==> src/design/spf_pkg.sv <==
// shared types and constants for the speech high-pass prefilter
// no dependencies; imported by every module of the block
`timescale 1ns / 1ps
`default_nettype none

package spf_pkg;

    localparam int SAMPLE_W = 16;
    localparam int LOW_W    = 15;
    localparam int ACC_W    = 32;

    // filter coefficients (q13 / q12 style, as in the standard prefilter)
    localparam logic signed [ACC_W-1:0] COEF_B0  = 32'sd1899;
    localparam logic signed [ACC_W-1:0] COEF_A1  = 32'sd7807;
    localparam logic signed [ACC_W-1:0] COEF_A2  = -32'sd3733;

    // limits of the accumulator for which acc * 16 still fits 32 bits
    localparam logic signed [ACC_W-1:0] ACC_MAX  = 32'sd134217727;
    localparam logic signed [ACC_W-1:0] ACC_MIN  = -32'sd134217728;

    // rounding offset for the high half, in accumulator units (0x8000 >> 4)
    localparam logic signed [ACC_W-1:0] RND_OFS  = 32'sd2048;

    localparam logic signed [SAMPLE_W-1:0] SAMPLE_MAX = 16'sh7fff;
    localparam logic signed [SAMPLE_W-1:0] SAMPLE_MIN = 16'sh8000;
    localparam logic [LOW_W-1:0]           LOW_MAX    = 15'h7fff;

    // one past output in double precision
    typedef struct packed {
        logic signed [SAMPLE_W-1:0] hi;
        logic [LOW_W-1:0]           lo;
    } dp_sample_t;

    // result of the scaling and saturation stage
    typedef struct packed {
        logic signed [SAMPLE_W-1:0] sample;
        dp_sample_t                 y_new;
    } sat_result_t;

endpackage : spf_pkg

`default_nettype wire

==> src/design/speech_highpass_prefilter_unit.sv <==
// top level of the speech high-pass prefilter: stream ports, filter state
// depends on spf_pkg, spf_acc and spf_sat
`timescale 1ns / 1ps
`default_nettype none

// second-order 140 hz high-pass with input halving for 16-bit speech samples.
// one sample enters per slave transaction and one filtered sample leaves per
// master transaction, in order; tlast is carried through untouched and does
// not reset the filter. the block takes one sample every clock cycle while
// the receiver keeps up: a sample waits in the input register, then the whole
// accumulate, scale and saturate path runs combinationally into the output
// register while the filter state (two past inputs, two past outputs in
// hi/lo form) is updated in the same edge. m_axis_tvalid rises when the
// sample moves from the input register to the output register, which waits
// while the output register is full and not taken. the rate is set by the
// feedback path through the state registers. while the output register is
// held by a low m_axis_tready the input register fills and then
// s_axis_tready drops; nothing is lost.

module speech_highpass_prefilter_unit
    import spf_pkg::*;
(
    input  wire logic                clk,
    input  wire logic                rst_n,
    input  wire logic                s_axis_tvalid,
    output logic                     s_axis_tready,
    input  wire logic [SAMPLE_W-1:0] s_axis_tdata,   // [15:0] sample_in
    input  wire logic                s_axis_tlast,   // frame_last_in
    output logic                     m_axis_tvalid,
    input  wire logic                m_axis_tready,
    output logic [SAMPLE_W-1:0]      m_axis_tdata,   // [15:0] sample_out
    output logic                     m_axis_tlast    // frame_last_out
);

    // input register
    logic                       in_valid_reg;
    logic signed [SAMPLE_W-1:0] in_sample_reg;
    logic                       in_last_reg;

    // output register
    logic                       out_valid_reg;
    logic [SAMPLE_W-1:0]        out_sample_reg;
    logic                       out_last_reg;

    // filter state
    logic signed [SAMPLE_W-1:0] x1_reg;
    logic signed [SAMPLE_W-1:0] x2_reg;
    dp_sample_t                 y1_reg;
    dp_sample_t                 y2_reg;

    logic                       s_take;
    logic                       advance;
    logic signed [ACC_W-1:0]    acc;
    sat_result_t                sat_res;

    // item moves from input to output register when the output slot frees up
    assign advance       = in_valid_reg && (!out_valid_reg || m_axis_tready);
    assign s_axis_tready = !in_valid_reg || advance;
    assign s_take        = s_axis_tvalid && s_axis_tready;

    assign m_axis_tvalid = out_valid_reg;
    assign m_axis_tdata  = out_sample_reg;
    assign m_axis_tlast  = out_last_reg;

    spf_acc u_acc
    (
        .x   (in_sample_reg),
        .x1  (x1_reg),
        .x2  (x2_reg),
        .y1  (y1_reg),
        .y2  (y2_reg),
        .acc (acc)
    );

    spf_sat u_sat
    (
        .acc (acc),
        .res (sat_res)
    );

    // control and filter state
    always_ff @(posedge clk or negedge rst_n)
    begin
        if (!rst_n)
        begin
            in_valid_reg  <= 1'b0;
            out_valid_reg <= 1'b0;
            x1_reg        <= '0;
            x2_reg        <= '0;
            y1_reg        <= '0;
            y2_reg        <= '0;
        end
        else
        begin
            if (s_take)
                in_valid_reg <= 1'b1;
            else if (advance)
                in_valid_reg <= 1'b0;

            if (advance)
                out_valid_reg <= 1'b1;
            else if (m_axis_tready)
                out_valid_reg <= 1'b0;

            if (advance)
            begin
                x2_reg <= x1_reg;
                x1_reg <= in_sample_reg;
                y2_reg <= y1_reg;
                y1_reg <= sat_res.y_new;
            end
        end
    end

    // payload registers
    always_ff @(posedge clk)
    begin
        if (s_take)
        begin
            in_sample_reg <= $signed(s_axis_tdata);
            in_last_reg   <= s_axis_tlast;
        end
        if (advance)
        begin
            out_sample_reg <= sat_res.sample;
            out_last_reg   <= in_last_reg;
        end
    end

endmodule : speech_highpass_prefilter_unit

`default_nettype wire

==> src/design/spf_acc.sv <==
// accumulator of the biquad: past outputs and input difference times coefficients
// depends on spf_pkg
`timescale 1ns / 1ps
`default_nettype none

module spf_acc
    import spf_pkg::*;
(
    input  wire logic signed [SAMPLE_W-1:0] x,
    input  wire logic signed [SAMPLE_W-1:0] x1,
    input  wire logic signed [SAMPLE_W-1:0] x2,
    input  wire dp_sample_t                 y1,
    input  wire dp_sample_t                 y2,
    output logic signed [ACC_W-1:0]         acc
);

    logic signed [ACC_W-1:0] y1h_ext;
    logic signed [ACC_W-1:0] y2h_ext;
    logic signed [ACC_W-1:0] y1l_ext;
    logic signed [ACC_W-1:0] y2l_ext;
    logic signed [ACC_W-1:0] dx;
    logic signed [ACC_W-1:0] p_y1h;
    logic signed [ACC_W-1:0] p_y2h;
    logic signed [ACC_W-1:0] p_y1l;
    logic signed [ACC_W-1:0] p_y2l;
    logic signed [ACC_W-1:0] p_dx;

    always_comb
    begin
        y1h_ext = ACC_W'(y1.hi);
        y2h_ext = ACC_W'(y2.hi);
        y1l_ext = $signed({{(ACC_W-LOW_W){1'b0}}, y1.lo});
        y2l_ext = $signed({{(ACC_W-LOW_W){1'b0}}, y2.lo});
        // second difference of the input, at most 18 significant bits
        dx = ACC_W'(x) - (ACC_W'(x1) <<< 1) + ACC_W'(x2);

        p_y1h = y1h_ext * COEF_A1;
        p_y2h = y2h_ext * COEF_A2;
        p_y1l = (y1l_ext * COEF_A1) >>> LOW_W;
        p_y2l = (y2l_ext * COEF_A2) >>> LOW_W;
        p_dx  = dx * COEF_B0;

        acc = p_y1h + p_y1l + p_y2h + p_y2l + p_dx;
    end

endmodule : spf_acc

`default_nettype wire

==> src/design/spf_sat.sv <==
// scaling, rounding and saturation of the accumulator, plus the hi/lo split
// depends on spf_pkg
`timescale 1ns / 1ps
`default_nettype none

module spf_sat
    import spf_pkg::*;
(
    input  wire logic signed [ACC_W-1:0] acc,
    output sat_result_t                  res
);

    logic signed [ACC_W-1:0] rnd;

    always_comb
    begin
        rnd = (acc + RND_OFS) >>> 12;
        if (acc < ACC_MIN)
        begin
            res.sample   = SAMPLE_MIN;
            res.y_new.hi = SAMPLE_MIN;
            res.y_new.lo = '0;
        end
        else if (acc > ACC_MAX)
        begin
            res.sample   = SAMPLE_MAX;
            res.y_new.hi = SAMPLE_MAX;
            res.y_new.lo = LOW_MAX;
        end
        else
        begin
            // rounded high half can only reach 32768 on the top end
            if (rnd > ACC_W'(SAMPLE_MAX))
                res.sample = SAMPLE_MAX;
            else
                res.sample = rnd[SAMPLE_W-1:0];
            res.y_new.hi = acc[SAMPLE_W+11:12];
            res.y_new.lo = {acc[11:0], 3'b000};
        end
    end

endmodule : spf_sat

`default_nettype wire

==> config.mk <==
export PLATFORM = sky130hd
export DESIGN_NAME = speech_highpass_prefilter_unit
export DESIGN_NICKNAME = d
export VERILOG_FILES = /design/src/design/spf_pkg.sv /design/src/design/speech_highpass_prefilter_unit.sv /design/src/design/spf_acc.sv /design/src/design/spf_sat.sv
export SDC_FILE = /design/constraint.sdc
export NUM_CORES = 2
export LEC_CHECK = 0
export BUFFER_PORTS_ARGS = -buffer_cell sky130_fd_sc_hd__buf_2
export CORE_MARGIN = 2
export CORE_UTILIZATION = 25
export DETAILED_ROUTE_END_ITERATION = 12
export PLACE_DENSITY = 0.38
export RECOVER_POWER = 25
export SLEW_MARGIN = 20
export SYNTH_ARGS = -nofsm -noshare
export SYNTH_HDL_FRONTEND = slang
export SYNTH_SLANG_ARGS = --single-unit
==> constraint.sdc <==
create_clock -name clk -period 17.8 [get_ports clk]
set_input_delay 2.67 -clock clk [delete_from_list [all_inputs] [get_ports clk]]
set_output_delay 2.67 -clock clk [all_outputs]
set_load 0.02 [all_outputs]
==> results.md <==
* Post-synthesis cell count at 3,245
* Yosys cell types at between 70 and 80
* Buffers added on ports at 39
* CTS tree: yes
* Synthesized netlist net count at roughly 4,400
* Die ar. at 128,000 µm²
* EDFF count, synth at 34
* Die outline width at 358 µm
* Starting density of the core at between 20% and 30%
* Synth area leaders: fa_1 (35%), ha_1 (22%), inv_1 (12%)
* Hold depth at 0
* Final period util at 79.4%
* Least-Margin Pin Slew at 2890 ps
* Endpoint class of the critical path: flip-flop
* Crit path max fanout at 35
* Setup Buffers After CTS at 0
* Share of the synthesized area in the top cell type at about a third
* F_max at 70.8 MHz
* Mean post-synth cell area at 9.63 µm²
* Setup TNS at 0 ps
* Worst r2r path cells at 44
* Fraction of layout instances using a drive strength above 1 at 4.20%
* Required time of the worst setup path at 18,200 ps
* Bufs on Longest Clock Path at 2
* CP Data Arrival Time at 14,530 ps
* Relative slew slack at -92.8%
* CTS buffer count at 17
* Row cnt at 129
* Clk_lat worst skew at around 500 ps
* First-pass GRT wire length at between 100,000 and 150,000 µm
* Asr flop ratio synth at 73.0%
* RSZ-0062 raised after global routing: no
* Nets@finish at ~4,400
* DR vias at 20,582
* Die Y at 358 µm
* Final min period at 14,130 ps
* Sequential-to-total area share from yosys stat at 10.6%
* Final setup viols at 0
* WS Path Type: reg -> reg
* ANT cells at 0
* Initial antenna violation count at 6
* Fin. max-slew vios at 45
* Outcome: complete, but fails checks
* Placer Congestion at around 0.81
* Cell area after synthesis at 31,300 µm²
* Wire per inst at 17.0 µm
* Initial drt markers at 936
* Yosys top cell by area: fa_1
* Crit-path max cell delay at 810 ps
* Post-CTS sizing at 0
* Area Growth Syn to Fin at 8.75%
* Vias/cell at 4.18
* Failing checks: capacitance limit, slew limit
* Clk slew on worst S/H paths at 80 ps
* ANT nets after route at 0
* Most common cell in the netlist: inv_1
* Largest net degree at the start of global routing at 69
* DRT Wirelength at 83,800 µm
* Max-cap viol count at 1
* Seq cells post-synth at 126
* Skew final at 20.1 ps
* Gr ovfl total at 0
* Crit path max-delay cell type: xnor2_4
* I/O pin cnt at 40
* 1st-pass router iterations at 5
* Std-Cell Core Area at 124,000 µm²
* CTS Sinks at 126
* Yosys Warn Count at 0
* CTS Hold Buffers Added at 0
* Tot GR Track Use at 13.8%
* Synth Flop Type: dfrtp_1
* H-tree Lvls at 4
* Hold Crit Class: reg -> reg
* Remaining DRCs at 0
* Fillers at roughly 13,000
* Post-synth top cells: inv_1 (994), ha_1 (546), fa_1 (543)
* HPWL after DPL at 73,900 µm
* Vias in the first global route at approximately 22,000
* CTS Root Cell: clkbuf_16
* Worst setup SP type: flip-flop
* Final hold viol count at 0
[placed cells by master, fill, tap and decap left out, types with 20 or more instances in the layout]
| cell | n |
|---|---|
| a21o_1 | 37 |
| a21oi_1 | 85 |
| a22oi_2 | 20 |
| buf_2 | 38 |
| clkbuf_16 | 20 |
| dfrtp_1 | 91 |
| edfxtp_1 | 34 |
| fa_1 | 543 |
| ha_1 | 546 |
| inv_1 | 994 |
| nand2_1 | 122 |
| nand2b_1 | 33 |
| nand3_1 | 24 |
| nor2_1 | 85 |
| nor3_1 | 33 |
| o21ai_0 | 137 |
| o21ai_1 | 23 |
| xnor2_1 | 102 |
| xor2_1 | 48 |
[through the flow]
stage          area (µm²)  worst slack (ps)  std cells  hold WS, ps  util, %
5_1_grt             34000              2890       4922          454     27.4
6_report            34000              3670       4922          437     27.4
3_3_place_gp        33400              3790       4889          402     26.9
3_5_place_dp        33400              3530       4889          407     26.9
2_1_floorplan       31300              5980       3245          400        -
4_1_cts             34000              3530       4921          442     27.4
[cell type report]
| cell class | instances | area (µm²) | share of cell area (%) |
|---|---|---|---|
| clock buffers | 22 | 518 | 1.52 |
| clock inverters | 10 | 85.1 | 0.250 |
| inverters | 997 | 3740 | 11.0 |
| multi-input cells | 2084 | 24000 | 70.6 |
| flip-flops and latches | 126 | 3320 | 9.78 |
| well taps | 1637 | 2050 | 6.03 |
| repair buffers | 46 | 263 | 0.773 |
[critical path, delay by kind of cell (launching register included)]
| kind | cells | cell delay, ps |
|---|---|---|
| xor+xnor | 2 | 1010 |
| fa+ha+maj | 14 | 6460 |
| simple gates | 2 | 300 |
| flops | 1 | 470 |
| compound gates | 15 | 4430 |
| buf+inv | 11 | 1330 |
[cells by family after synthesis]
group | share of synthesized area [%]
XOR/XNOR | 4.42
flip-flops | 10.6
adder cells (fa/ha/maj) | 56.6
AO/OA/AOI/OAI | 9.01
buffers and inverters | 12.6
multiplexers | 0.468
AND/OR/NAND/NOR | 6.26
[layer usage]
metal / global-route usage (%) / share of wire [%] / vias to the layer above
met5: 0 / 0 / -
met4: 2.87 / 1.5 / 0
met3: 1.31 / 2.2 / 41
met2: 22.7 / 47 / 191
met1: 19.6 / 50 / 10224
li1: - / - / 10126
[path summary, 6_finish.rpt]
kind                       slack (ps)         from           end
max                              3670    y2_reg[6]     y1_reg[3]
min                               440  in_last_reg  m_axis_tlast
max reg2reg                      3670    y2_reg[6]     y1_reg[3]
min reg2reg                       440  in_last_reg  m_axis_tlast
max in group asynchronous       12620        rst_n    y1_reg[30]
min in group asynchronous        3120        rst_n    x2_reg[13]
Power is left out: the tool's default activity adds up to more than one toggle a clock period on the data nets, which glitch-free logic cannot reach.
